--- src/sv/gcet_pkg.sv ---
// ----------------------------------------------------------------------------
// gcet_pkg
// Types, register map and Gray code helpers for the Gray-coded event timer.
// ----------------------------------------------------------------------------
package gcet_pkg;

  localparam int WORD_W = 32;
  localparam int CNT_W  = 64;

  // request kinds
  localparam logic [1:0] CMD_TICK  = 2'd0;
  localparam logic [1:0] CMD_READ  = 2'd1;
  localparam logic [1:0] CMD_WRITE = 2'd2;

  // register map, 32-bit words
  localparam logic [2:0] REG_CNT_LO   = 3'd0;
  localparam logic [2:0] REG_CNT_HI   = 3'd1;
  localparam logic [2:0] REG_CAP_LO   = 3'd2;
  localparam logic [2:0] REG_CAP_HI   = 3'd3;
  localparam logic [2:0] REG_MATCH_LO = 3'd4;
  localparam logic [2:0] REG_MATCH_HI = 3'd5;
  localparam logic [2:0] REG_CTRL     = 3'd7;

  // control register bits
  localparam int CTRL_FLAG_BIT = 0;
  localparam int CTRL_IRQ_BIT  = 1;

  // one request as held in the input stage
  typedef struct packed {
    logic [1:0]        command;
    logic [2:0]        reg_index;
    logic [WORD_W-1:0] write_data;
  } gcet_item_t;

  // one result as produced by the core
  typedef struct packed {
    logic [WORD_W-1:0] read_data;
    logic              irq;
  } gcet_result_t;

  function automatic logic [CNT_W-1:0] gray_encode(input logic [CNT_W-1:0] v);
    return v ^ (v >> 1);
  endfunction

  // prefix xor from the top bit down, six doubling steps
  function automatic logic [CNT_W-1:0] gray_decode(input logic [CNT_W-1:0] g);
    logic [CNT_W-1:0] b;
    b = g;
    b = b ^ (b >> 1);
    b = b ^ (b >> 2);
    b = b ^ (b >> 4);
    b = b ^ (b >> 8);
    b = b ^ (b >> 16);
    b = b ^ (b >> 32);
    return b;
  endfunction

endpackage

--- src/sv/gcet_core.sv ---
// ----------------------------------------------------------------------------
// gcet_core
// Timer state, register file and match comparator; one request per update.
// ----------------------------------------------------------------------------
module gcet_core import gcet_pkg::*; (
  input  logic         clk,
  input  logic         rst,
  input  logic         upd,
  input  gcet_item_t   item,
  output gcet_result_t result
);

  logic [CNT_W-1:0] tick_count, tick_count_next;
  logic [CNT_W-1:0] captured_gray, captured_gray_next;
  logic [CNT_W-1:0] match_gray_value, match_gray_value_next;
  logic             match_armed, match_armed_next;
  logic             event_flag, event_flag_next;
  logic             irq_enable, irq_enable_next;
  logic [CNT_W-1:0] count_gray;
  logic             armed_pre;
  logic             flag_pre;
  logic             fire;
  logic [WORD_W-1:0] rd;

  assign count_gray = gray_encode(tick_count);

  // register access and tick
  always_comb begin
    tick_count_next       = tick_count;
    captured_gray_next    = captured_gray;
    match_gray_value_next = match_gray_value;
    armed_pre             = match_armed;
    flag_pre              = event_flag;
    irq_enable_next       = irq_enable;
    rd                    = '0;
    case (item.command)
      CMD_TICK: begin
        tick_count_next = tick_count + CNT_W'(1);
      end
      CMD_READ: begin
        case (item.reg_index)
          REG_CNT_LO: begin
            captured_gray_next = count_gray;
            rd = count_gray[WORD_W-1:0];
          end
          REG_CNT_HI: begin
            captured_gray_next = count_gray;
            rd = count_gray[CNT_W-1:WORD_W];
          end
          REG_CAP_LO:   rd = captured_gray[WORD_W-1:0];
          REG_CAP_HI:   rd = captured_gray[CNT_W-1:WORD_W];
          REG_MATCH_LO: rd = match_gray_value[WORD_W-1:0];
          REG_MATCH_HI: rd = match_gray_value[CNT_W-1:WORD_W];
          REG_CTRL: begin
            rd[CTRL_FLAG_BIT] = event_flag;
            rd[CTRL_IRQ_BIT]  = irq_enable;
          end
          default: rd = '0;
        endcase
      end
      CMD_WRITE: begin
        case (item.reg_index)
          REG_MATCH_LO: match_gray_value_next[WORD_W-1:0] = item.write_data;
          REG_MATCH_HI: begin
            match_gray_value_next[CNT_W-1:WORD_W] = item.write_data;
            armed_pre = 1'b1;
          end
          REG_CTRL: begin
            irq_enable_next = item.write_data[CTRL_IRQ_BIT];
            if (item.write_data[CTRL_FLAG_BIT]) begin
              flag_pre = 1'b0;
            end
          end
          default: ;
        endcase
      end
      default: ;
    endcase
  end

  // one-shot comparator on the state after this request
  assign fire             = armed_pre && (tick_count_next >= gray_decode(match_gray_value_next));
  assign match_armed_next = armed_pre && !fire;
  assign event_flag_next  = flag_pre || fire;

  assign result.read_data = rd;
  assign result.irq       = event_flag_next && irq_enable_next;

  // state update
  always_ff @(posedge clk) begin
    if (rst) begin
      tick_count       <= '0;
      captured_gray    <= '0;
      match_gray_value <= '0;
      match_armed      <= 1'b0;
      event_flag       <= 1'b0;
      irq_enable       <= 1'b0;
    end else if (upd) begin
      tick_count       <= tick_count_next;
      captured_gray    <= captured_gray_next;
      match_gray_value <= match_gray_value_next;
      match_armed      <= match_armed_next;
      event_flag       <= event_flag_next;
      irq_enable       <= irq_enable_next;
    end
  end

  // a tick moves the count on by exactly one
  a_tick_inc: assert property (@(posedge clk) disable iff (rst)
    upd && item.command == CMD_TICK |=> tick_count == $past(tick_count) + CNT_W'(1))
    else $error("count did not advance on tick");

  // the flag only ever rises from an armed comparator, which then disarms
  a_flag_src: assert property (@(posedge clk) disable iff (rst)
    $rose(event_flag) |-> $past(match_armed) || $past(upd && item.command == CMD_WRITE
      && item.reg_index == REG_MATCH_HI))
    else $error("event flag set without an armed match");

  a_disarm: assert property (@(posedge clk) disable iff (rst)
    upd && fire |=> !match_armed && event_flag)
    else $error("comparator stayed armed after firing");

endmodule

--- src/sv/gray_coded_event_timer.sv ---
// ----------------------------------------------------------------------------
// gray_coded_event_timer
// 64-bit free-running event timer with Gray-coded readout and match interrupt.
// ----------------------------------------------------------------------------
// Every request (tick, register read or register write) gives exactly one
// result carrying the read word and the interrupt level after that request.
// Requests pass through an input stage and a result register, so the block
// takes one request per clock while the result side accepts; each result is
// registered when its request leaves the input stage, and the count update,
// Gray decode of the match word and the 64-bit compare all complete
// combinationally between those registers.
// Back-pressure on the result side stalls the input once both stages are full.
module gray_coded_event_timer import gcet_pkg::*; (
  input  logic        clk,
  input  logic        rst,
  input  logic        s_axis_tvalid,
  output logic        s_axis_tready,
  input  logic [31:0] s_axis_tdata,   // [31:0] write_data
  input  logic [4:0]  s_axis_tuser,   // [1:0] command, [4:2] reg_index
  output logic        m_axis_tvalid,
  input  logic        m_axis_tready,
  output logic [39:0] m_axis_tdata    // [31:0] read_data, [32] irq, [39:33] zero
);

  gcet_item_t   stage_item;
  logic         stage_valid;
  logic         advance;
  logic         upd;
  gcet_result_t core_result;
  gcet_result_t out_result;

  // handshake between the stages
  assign advance       = !m_axis_tvalid || m_axis_tready;
  assign s_axis_tready = !stage_valid || advance;
  assign upd           = stage_valid && advance;

  // input stage
  always_ff @(posedge clk) begin
    if (rst) begin
      stage_valid <= 1'b0;
    end else if (s_axis_tvalid && s_axis_tready) begin
      stage_valid <= 1'b1;
    end else if (advance) begin
      stage_valid <= 1'b0;
    end
  end

  always_ff @(posedge clk) begin
    if (s_axis_tvalid && s_axis_tready) begin
      stage_item.command    <= s_axis_tuser[1:0];
      stage_item.reg_index  <= s_axis_tuser[4:2];
      stage_item.write_data <= s_axis_tdata;
    end
  end

  gcet_core u_core (
    .clk    (clk),
    .rst    (rst),
    .upd    (upd),
    .item   (stage_item),
    .result (core_result)
  );

  // result register
  always_ff @(posedge clk) begin
    if (rst) begin
      m_axis_tvalid <= 1'b0;
    end else if (advance) begin
      m_axis_tvalid <= stage_valid;
    end
  end

  always_ff @(posedge clk) begin
    if (upd) begin
      out_result <= core_result;
    end
  end

  assign m_axis_tdata = {7'd0, out_result.irq, out_result.read_data};

  // input only stalls when both stages are full and the result is held
  a_stall: assert property (@(posedge clk) disable iff (rst)
    !s_axis_tready |-> stage_valid && m_axis_tvalid && !m_axis_tready)
    else $error("input stalled with room in the pipeline");

  // a held request keeps its contents
  a_hold: assert property (@(posedge clk) disable iff (rst)
    stage_valid && !advance |=> stage_valid && $stable(stage_item))
    else $error("stalled request lost or changed");

endmodule
--- config.mk ---
export PLATFORM = sky130hd
export DESIGN_NAME = gray_coded_event_timer
export DESIGN_NICKNAME = d
export VERILOG_FILES = /design/src/sv/gcet_pkg.sv /design/src/sv/gcet_core.sv /design/src/sv/gray_coded_event_timer.sv
export SDC_FILE = /design/constraint.sdc
export NUM_CORES = 1
export LEC_CHECK = 0
export ABC_AREA = 1
export ABC_CLOCK_PERIOD_IN_PS = 5550
export BUFFER_PORTS_ARGS = -buffer_cell sky130_fd_sc_hd__buf_2
export CORE_MARGIN = 2
export CORE_UTILIZATION = 45
export DETAILED_ROUTE_END_ITERATION = 10
export PLACE_DENSITY = 0.72
export SETUP_SLACK_MARGIN = 0.15
export SYNTH_ARGS = -nofsm -noshare
export SYNTH_HDL_FRONTEND = slang
export SYNTH_SLANG_ARGS = --single-unit
--- constraint.sdc ---
create_clock -name clk -period 5.55 [get_ports clk]
set_input_delay 0.2775 -clock clk [delete_from_list [all_inputs] [get_ports clk]]
set_output_delay 0.2775 -clock clk [all_outputs]
set_load 0.02 [all_outputs]
==> metrics.csv, run 1 <==
metric,value,unit
IO buf count,75,
Worst R2R Path Depth,31,
fin area,0.0241,mm²
Sink Count,267,
Post-Syn Area,0.0218,mm²
total wire length,78500,µm
"Slowest-stage cell, CP",edfxtp_1,
final estimated routing congestion in global placement,0.981,
sequential share of the synthesized area,0.277,
clk buf depth,3,
footprint of the multi-input gates,0.0139,mm²
synthesized area per cell,5.91,µm²
arrival time at the worst endpoint,5.35,ns
warnings from Yosys,0,
first-pass GRT wire length,120000,µm
n_diodes,0,
placed cell count,4298,
GRT Total Usage,0.307,
CTS root buffer,clkbuf_16,
row cnt,80,
startpoint types,register,
Crit. End Element,register,
pwr/cell area,314,mW/mm²
cell mode on critical path,nand2_1,
TritonCTS Buffers,31,
Slew Limit Headroom,0.388,
hold path cells,4,
"FF+latch count, synth",267,
initial antenna violation count,1,
register area,0.00605,mm²
VDD IR-drop max,0.000290,V
"most common cell after layout, fill and taps aside",nand2_1,
largest net degree at the start of global routing,168,
setup bufs post-CTS,0,
Final Non-Filler Cells,4395,
GR Layer Usage met2,0.494,
HPWL after detailed placement,61400,µm
hold endpoint,m_axis_tvalid,
CTS tree,done,
fin. max-slew vios,0,
Final ANT Viol Nets,0,
vias per cell,5.41,
1st-iter DRT viols,2507,
Layout fillers,4921,
die width,224,µm
Final Hold Fails,0,
number of global-route vias before repair,21000,
"commonest non-fill, non-tap cells in the layout","1834 x nand2_1, 333 x inv_1, 221 x o21ai_0",
CP max FO,40,
"Largest stage delay, worst path",0.59,ns
TritonRoute pass-1 iters,6,
unrepaired setup endpoints after global routing,false,
clk_lat worst skew,0.63,ns
Die Span Y,224,µm
grt met1 use,0.408,
Clock transition at path regs,0.06,ns
Die ar.,0.0502,mm²
cells after synthesis,3689,
grt ovf,0,
fraction of layout cells with a size suffix above 1,0.0577,
fmax,205,MHz
I/O pins,83,
Reg2Reg Launch Point,stage_item[34],
Syn-to-layout area delta,10.6,%
max-cap violation count,0,
via total after detailed routing,23800,
Final period util,0.880,
met3 Usage GRT,0.0552,
Worst Tran Pin Value,0.918,ns
CP required,6.01,ns
Post-DP Area,0.0227,mm²
core area,0.0477,mm²
Crit Reg-Reg Endpoint,m_axis_tdata[32],
clk_skew,0.0216,ns
min-delay src,m_axis_tready,
grt peak-use layer,met2,
Synth cell types,42,
Remaining DRCs,0,
worst min path class,in -> reg,
Leakage,13.0,nW
cts hold-fix bufs,39,
critical path class,reg -> reg,
reg2reg setup slack,0.67,ns
Initial Util,0.456,
Post-CTS Resized,0,
run status,"complete, no violations",
H-Tree Level Count,1,
WL/cell,17.9,µm
fin crit period,4.88,ns
TNS Setup,0,ns
fin nets,3922,
Final setup viols,0,
[Yosys cell counts]
master    number  area, µm²
clkbuf_1      84        315
o21ai_2       14        123
clkinv_1       1       3.75
nor2_1       223        837
o21a_1         1       7.51
buf_6          7       78.8
o22ai_1       23        144
xor2_1        64        561
edfxtp_1      70       2100
a31oi_1       29        181
a21oi_1      149        746
nand4_1       24        150
o21ai_0      221       1110
o21ai_1       23        115
nand3_4        1       17.5
nor4_1         9       56.3
a21boi_0       1       7.51
a22oi_1        1       7.51
ha_1         126       1580
and3_1         1       6.26
a41oi_1        3       26.3
buf_4         11       82.6
nand2_1     1835       6890
a211oi_1       3       22.5
nand3_2        1       10.0
inv_1        336       1260
inv_2         20       75.1
nor2_8         1       20.0
nor2_2         2       12.5
nand3_1       80        400
buf_2          9       45.0
nand3b_1       4       30.0
dfxtp_1      197       3940
a221oi_1      31        272
nor3_1        23        115
xnor2_1       30        263
nor2_4         1       11.3
nand2_2       15       93.8
buf_1          8       30.0
conb_1         1       3.75
o211ai_1       5       37.5
o21bai_1       1       7.51
[through the flow]
step	utilization	worst slack, ns	power [mW]	hold WS, ns
2_1_floorplan	-	1.99	4.47	0.376
3_5_place_dp	0.476	0.848	5.41	0.456
5_1_grt	0.505	0.203	8.03	0.0408
3_3_place_gp	0.476	0.935	5.38	0.453
6_report	0.505	0.667	7.58	0.0183
4_1_cts	0.505	0.844	7.50	0.0135
[cell type report]
type | count | area share
Timing Repair Buffer | 146 | 0.0434
Inverter | 357 | 0.0556
Tap cell | 615 | 0.0319
Clock inverter | 17 | 0.00649
Sequential cell | 267 | 0.251
Multi-Input combinational cell | 2952 | 0.577
Clock buffer | 41 | 0.0350
[where the power goes]
part	total, mW	internal [mW]	switching, mW
clock	2.07	1.16	0.909
combinational	3.31	0.969	2.34
sequential	2.19	2.10	0.0900
[cells by family (layout without fill, tap and decap cells)]
group	after synthesis	in the layout	synth area share
adders and majority gates	126	126	0.0723
and+or+nand+nor	2220	2220	0.397
AOI/OAI and AO/OA	505	505	0.129
other	1	7	0.000172
xor gates and xnor gates	94	94	0.0378
DFF	267	267	0.277
buffers and inverters	476	561	0.0868
[worst max path at each step]
stage,startpoint,end,depth (start not counted)
floorplan,stage_item[35],m_axis_tdata[32],32
global placement,stage_item[34],m_axis_tdata[32],29
detailed placement,stage_item[34],m_axis_tdata[32],31
CTS,stage_item[34],m_axis_tdata[32],31
global route,stage_item[34],m_axis_tdata[32],29
finish,stage_item[34],m_axis_tdata[32],31
[state kept, by name, indices dropped and copies added, names as in the netlist]
signal and cells:
stage_valid 1, u_core.event_flag 1, u_core.match_armed 1, m_axis_tvalid 1, u_core.match_gray_value 64, m_axis_tdata 33, u_core.irq_enable 1, stage_item 37
u_core.tick_count 64, u_core.captured_gray 64
[per-layer routing]
metal,up-vias,wire length [µm]
met1,10800,33400
met5,-,0
li1,11800,-
met4,0,3320
met2,988,34600
met3,150,7260
[critical path, delay by kind of cell (launching register included)]
family,cells,cell delay [ns]
DFF,1,0.59
and+or+nand+nor,22,2.60
AOI/OAI and AO/OA,5,0.89
adders and majority gates,1,0.26
buffers and inverters,3,0.38
(Power assumes the default switching activity.)
==> run 2, diff against run 1 <==
--- a/config.mk
+++ b/config.mk
@@ -5,13 +5,13 @@
 export SDC_FILE = /design/constraint.sdc
 export NUM_CORES = 1
 export LEC_CHECK = 0
-export ABC_AREA = 1
 export ABC_CLOCK_PERIOD_IN_PS = 5550
 export BUFFER_PORTS_ARGS = -buffer_cell sky130_fd_sc_hd__buf_2
 export CORE_MARGIN = 2
 export CORE_UTILIZATION = 45
 export DETAILED_ROUTE_END_ITERATION = 10
-export PLACE_DENSITY = 0.72
+export GPL_ROUTABILITY_DRIVEN = 0
+export PLACE_DENSITY = 0.73
 export SETUP_SLACK_MARGIN = 0.15
 export SYNTH_ARGS = -nofsm -noshare
 export SYNTH_HDL_FRONTEND = slang
==> run 2 against run 1 <==
  * Global-route usage decreased by 5.1 points
  * Largest cell class unchanged
  * Die area decreased by 23%
  * Combinational power decreased by 74%
  * Via count decreased by 41%
  * Clock skew decreased by 0.0013 ns
  * Clock power decreased by 3%
  * Non-clock buffer count increased by 25
  * Cell count decreased by 45%
  * Sequential share of layout area increased by 6.5 points
  * Utilization increased by 1.9 points
  * Synthesized cell count decreased by 50%
==> metrics.csv, run 2 <==
metric,value,unit
run status,"complete, no violations",
via total after detailed routing,14100,
Area contributors post-synth,"dfxtp_1 24%, edfxtp_1 13%, xnor2_1 9.9%, ha_1 9.5%, nand2_1 7.5%",
clk buf depth,3,
TNS Setup,0,ns
number of synthesized flops with an enable pin,70,
critical path's top delay family,XOR/XNOR gates,
synthesized area per cell,8.98,µm²
area share of the largest cell type after synthesis,0.237,
xor/xnor share of the synthesized area,0.203,
Initial Util,0.456,
Clock transition at path regs,0.06,ns
H-Tree Level Count,1,
fmax,193,MHz
fraction of layout cells with a size suffix above 1,0.110,
number of global-route vias before repair,13900,
unrepaired setup endpoints after global routing,false,
Final Non-Filler Cells,2435,
first-pass GRT wire length,77400,µm
Leakage,7.45,nW
grt ovf,0,
Async SR Flop Fraction,0,
Layout fillers,3219,
Final period util,0.933,
total wire length,49900,µm
fin. max-slew vios,0,
worst min path class,in -> reg,
pwr/cell area,257,mW/mm²
Synth cell types,54,
largest net degree at the start of global routing,129,
"Slowest-stage cell, CP",xor3_1,
Reg2Reg Launch Point,u_core.match_gray_value[63],
vias per cell,5.79,
1st-iter DRT viols,1595,
HPWL after detailed placement,35100,µm
sequential share of the synthesized area,0.363,
n_diodes,0,
core area,0.0365,mm²
Crit. End Element,register,
Post-DP Area,0.0176,mm²
fin crit period,5.18,ns
fin area,0.0191,mm²
min-delay src,m_axis_tready,
row cnt,70,
"commonest non-fill, non-tap cells in the layout","333 x nand2_1, 197 x dfxtp_1, 184 x xnor2_1",
clk_skew,0.0203,ns
Sink Count,267,
placed cell count,2339,
most instantiated library cell after synthesis,nand2_1,
CP required,6.04,ns
Final ANT Viol Nets,0,
crit path buf inv count,2,
warnings from Yosys,0,
Die ar.,0.0386,mm²
die width,196,µm
largest family of logic cells by synthesized area,XOR/XNOR gates,
Synth Area in Adders,0.0946,
WL/cell,20.5,µm
Post-Syn Area,0.0167,mm²
critical path class,reg -> reg,
Syn-to-layout area delta,14.8,%
Final setup viols,0,
reg2reg setup slack,0.37,ns
Critical Path Start,u_core.match_gray_value[63],
cell mode on critical path,xnor2_2,
VDD IR-drop max,0.000226,V
GRT Total Usage,0.256,
initial antenna violation count,0,
hold endpoint,m_axis_tvalid,
IO buf count,75,
"most common cell after layout, fill and taps aside",nand2_1,
"FF+latch count, synth",267,
Slew Limit Headroom,0.251,
Post-synth top flop,dfxtp_1,
Synth top cells by count,"333 x nand2_1, 197 x dfxtp_1, 189 x xnor2_1",
post-synth top area cell,dfxtp_1,
clk_lat worst skew,0.58,ns
hold path cells,4,
max-cap violation count,0,
Regs by FF count,"u_core.captured_gray (64), u_core.match_gray_value (64), u_core.tick_count (64)",
"critical path, cell by cell",xor3_1 -> xnor3_1 -> mux2i_4 -> xor2_4 -> buf_4 -> xor2_4 -> xnor2_2 -> xnor2_2 -> xnor2_2 -> xnor2_1 -> ha_1 -> nor2b_1 -> o21a_1 -> o21a_1 -> o21bai_1 -> a21boi_0 -> o21ai_0 -> a2111oi_2 -> buf_4 -> o22ai_1 -> a311oi_1,
TritonRoute pass-1 iters,6,
Die Span Y,196,µm
CP max FO,6,
Worst Tran Pin Value,1.12,ns
arrival time at the worst endpoint,5.67,ns
simple-gate share of the synthesized area,0.147,
fin nets,2113,
Worst R2R Path Depth,21,
Remaining DRCs,0,
TritonCTS Buffers,29,
Crit Reg-Reg Endpoint,u_core.event_flag,
I/O pins,83,
mux cell area share after synthesis,0.0298,
CTS root buffer,clkbuf_16,
cells after synthesis,1855,
"Largest stage delay, worst path",0.53,ns
Final Hold Fails,0,
startpoint types,register,
Compound-Gate Fraction of Synth Area,0.132,
CTS tree,done,
-- run 2: repair_timing --
| action | 4_1_cts | 5_1_grt |
|---|---|---|
| pin swaps | 1 | 3 |
| resized for setup | 4 | 12 |
| setup endpoints to repair | 2 | 3 |
| setup buffers | 2 | 4 |
| hold buffers | 38 | 0 |
| hold endpoints to repair | 38 | 0 |
-- run 2: logic make-up (layout without fill, tap and decap cells) --
| group | count (synthesis) | after routing |
|---|---|---|
| other cells | 1 | 7 |
| buf+inv | 127 | 233 |
| mux | 48 | 48 |
| fa+ha+maj | 126 | 126 |
| flops | 267 | 267 |
| xor+xnor | 350 | 350 |
| simple gates | 573 | 573 |
| compound gates | 363 | 363 |
-- run 2: report_power, final --
group | internal [mW] | switching [mW]
combinational | 0.364 | 0.482
clock | 1.17 | 0.839
sequential | 2.03 | 0.0316
total | 3.57 | 1.35
-- run 2: worst register-to-register path, delay by kind of cell (launching register included) --
kind	cells	cell delay [ns]
XOR/XNOR	8	2.16
buffers and inverters	2	0.42
adder cells (fa/ha/maj)	1	0.30
flip-flops	1	0.42
AO/OA/AOI/OAI	8	1.37
AND/OR/NAND/NOR	1	0.15
multiplexers	1	0.27
-- run 2: worst max path at each step --
stage                     depth (start not counted)  slack (ns)                 to
after floorplan                                  19        0.44  u_core.event_flag
after CTS                                        21        0.16  u_core.event_flag
final                                            21        0.37  u_core.event_flag
after global routing                             21        0.15   m_axis_tdata[32]
after detailed placement                         21        0.11  u_core.event_flag
after global placement                           17        0.24  u_core.event_flag
-- run 2: layout make-up --
class / count / area [µm²] / area share
Inverter: 10 / 37.5 / 0.00196
Tap cell: 468 / 586 / 0.0306
Sequential cell: 267 / 6050 / 0.316
Clock buffer: 37 / 776 / 0.0406
Clock inverter: 15 / 191 / 0.0100
Timing Repair Buffer: 171 / 1210 / 0.0633
Multi-Input combinational cell: 1467 / 10300 / 0.537
-- run 2: per-stage QoR --
step,worst slack (ns),hold slack (ns),utilization,power [mW]
2_1_floorplan,0.443,0.376,-,2.67
3_3_place_gp,0.243,0.441,0.482,2.85
3_5_place_dp,0.108,0.447,0.482,2.88
4_1_cts,0.159,0.00319,0.520,4.90
5_1_grt,0.146,0.0619,0.524,5.08
6_report,0.370,0.0197,0.524,4.92
-- run 2: metal layers --
metal,vias up,wire length [µm],GRT usage
li1,6586,-,-
met1,6710,20100,0.326
met2,638,23400,0.429
met3,158,4040,0.0378
met4,0,2300,0.123
met5,-,0,0
==> run 3, diff against run 2 <==
--- a/config.mk
+++ b/config.mk
@@ -11,7 +11,7 @@
 export CORE_UTILIZATION = 45
 export DETAILED_ROUTE_END_ITERATION = 10
 export GPL_ROUTABILITY_DRIVEN = 0
-export PLACE_DENSITY = 0.73
+export PLACE_DENSITY_LB_ADDON = 0.25
 export SETUP_SLACK_MARGIN = 0.15
 export SYNTH_ARGS = -nofsm -noshare
 export SYNTH_HDL_FRONTEND = slang
==> run 3 against run 2 <==
  * Final area up 1.3%
  * Sequential power about the same
  * Worst setup slack better by 0.040 ns
  * Sequential cell count unchanged
  * Sequential share of layout area down 0.41 points
  * Combinational power up 2%
  * Clock skew down 0.0023 ns
  * Via count down 1.6%
  * Critical path depth down 2
  * Die area unchanged
  * Fmax up 0.77%
  * Utilization up 0.69 points
  * Critical path type unchanged
  * Critical endpoint unchanged
  * Largest power group is now the clock network
  * Highest routed layer unchanged
==> metrics.csv, run 3 (synthesized netlist as in run 2, its figures left out) <==
metric,value,unit
run status,"complete, no violations",
Die ar.,0.0386,mm²
Final setup viols,0,
WHS,0.257,ns
clk_lat worst skew,0.58,ns
footprint of the multi-input gates,0.0103,mm²
Clock transition at path regs,0.06,ns
H-Tree Level Count,1,
"critical path, cell by cell",xor3_1 -> xnor3_2 -> mux2i_4 -> xor2_4 -> xnor3_2 -> xor2_4 -> xor2_4 -> buf_6 -> inv_1 -> xnor2_1 -> ha_1 -> nand4_1 -> o21bai_1 -> a21boi_0 -> o21ai_0 -> a2111oi_1 -> buf_4 -> o22ai_1 -> a311oi_1,
fin area,0.0194,mm²
vias per cell,5.65,
CTS root buffer,clkbuf_16,
TNS Setup,0,ns
Crit. End Element,register,
GRT Total Usage,0.265,
crit path buf inv count,3,
fin nets,2126,
fmax,195,MHz
unrepaired setup endpoints after global routing,false,
Die Span Y,196,µm
IO buf count,75,
critical path's top delay family,XOR/XNOR gates,
fin crit period,5.14,ns
HPWL after detailed placement,37100,µm
total power draw,5.16,mW
max-cap violation count,0,
Syn-to-layout area delta,16.3,%
Final Hold Fails,0,
core area,0.0365,mm²
VDD IR-drop max,0.000241,V
"commonest non-fill, non-tap cells in the layout","332 x nand2_1, 197 x dfxtp_1, 184 x xnor2_1",
first-pass GRT wire length,79300,µm
CTS tree,done,
Final period util,0.926,
register area,0.00605,mm²
Post-DP Area,0.0176,mm²
arrival time at the worst endpoint,5.61,ns
Remaining DRCs,0,
initial antenna violation count,0,
Initial Util,0.456,
pwr/cell area,266,mW/mm²
Regs by FF count,"u_core.captured_gray (64), u_core.match_gray_value (64), u_core.tick_count (64)",
CP required,6.02,ns
WL/cell,21.0,µm
Worst Tran Pin Value,1.12,ns
1st-iter DRT viols,1231,
TritonRoute pass-1 iters,6,
worst min path class,in -> reg,
"most common cell after layout, fill and taps aside",nand2_1,
Final ANT Viol Nets,0,
Leakage,7.57,nW
fraction of layout cells with a size suffix above 1,0.119,
CP max FO,11,
TritonCTS Buffers,31,
grt ovf,0,
Sink Count,267,
critical path class,reg -> reg,
Slew Limit Headroom,0.254,
total wire length,51400,µm
largest net degree at the start of global routing,114,
I/O pins,83,
fin. max-slew vios,0,
clk_skew,0.0181,ns
row cnt,70,
Layout fillers,3370,
cell mode on critical path,xor2_4,
"Slowest-stage cell, CP",xnor3_2,
via total after detailed routing,13900,
startpoint types,register,
clk buf depth,3,
"Largest stage delay, worst path",0.50,ns
die width,196,µm
number of global-route vias before repair,13600,
-- run 3: cell types whose count changed in the layout (fill, tap and decap cells not counted), sizes merged --
cell | before | now
buf | 133 | 143
clkinvlp | 3 | 8
bufinv | 4 | 5
clkbuf | 37 | 38
clkinv | 6 | 5
diode | 0 | 1
dlygate4sd3 | 38 | 39
-- run 3: layout make-up --
type,instances,share of cell area
diodes,1,0.000129
clock buffers,38,0.0451
clock inverters,20,0.0131
inverters,10,0.00194
multi-input cells,1467,0.531
flip-flops and latches,267,0.312
well taps,468,0.0302
repair buffers,182,0.0666
-- run 3: through the flow --
stage | cells | utilization | setup slack (ns)
floorplan | 1861 | - | 0.443
detailed placement | 2345 | 0.483 | 0.120
global placement | 2345 | 0.483 | 0.264
finish | 2453 | 0.531 | 0.410
global route | 2452 | 0.531 | 0.107
CTS | 2443 | 0.526 | 0.169
-- run 3: where the power goes --
| part | switching, mW | internal [mW] |
|---|---|---|
| clock | 0.884 | 1.36 |
| combinational | 0.483 | 0.376 |
| sequential | 0.0307 | 2.03 |
| total | 1.40 | 3.76 |
-- run 3: worst register-to-register path, stage by stage (launching register included) --
cell	delay [ns]
edfxtp_1	0.40
xor3_1	0.47
xnor3_2	0.50
mux2i_4	0.27
xor2_4	0.22
xnor3_2	0.37
xor2_4	0.27
xor2_4	0.25
buf_6	0.22
inv_1	0.09
xnor2_1	0.13
ha_1	0.30
nand4_1	0.12
o21bai_1	0.18
a21boi_0	0.15
o21ai_0	0.15
a2111oi_1	0.42
buf_4	0.18
o22ai_1	0.08
a311oi_1	0.27
-- run 3: timing repair --
item | in CTS | in global routing
pin swaps | 3 | 3
hold endpoints to repair | 39 | 0
resized for setup | 4 | 17
setup endpoints to repair | 2 | 3
setup buffers | 1 | 9
hold buffers | 39 | 0
-- run 3: path summary, 6_finish.rpt --
kind	slack, ns	startpoint	to	cells past startpoint
setup / recovery	0.41	stage_item[30]	u_core.event_flag	19
hold / removal	0.26	rst	u_core.tick_count[24]	2
setup reg to reg	0.41	stage_item[30]	u_core.event_flag	19
hold reg to reg	0.45	u_core.captured_gray[40]	u_core.captured_gray[40]	2
-- run 3: routing by layer --
metal | up-vias | share of wire | global-route usage | routed length [µm]
li1 | 6619 | - | - | -
met1 | 6693 | 0.45 | 0.366 | 23100
met2 | 449 | 0.46 | 0.434 | 23800
met3 | 105 | 0.057 | 0.0318 | 2920
met4 | 0 | 0.031 | 0.0845 | 1590
met5 | - | 0 | 0 | 0
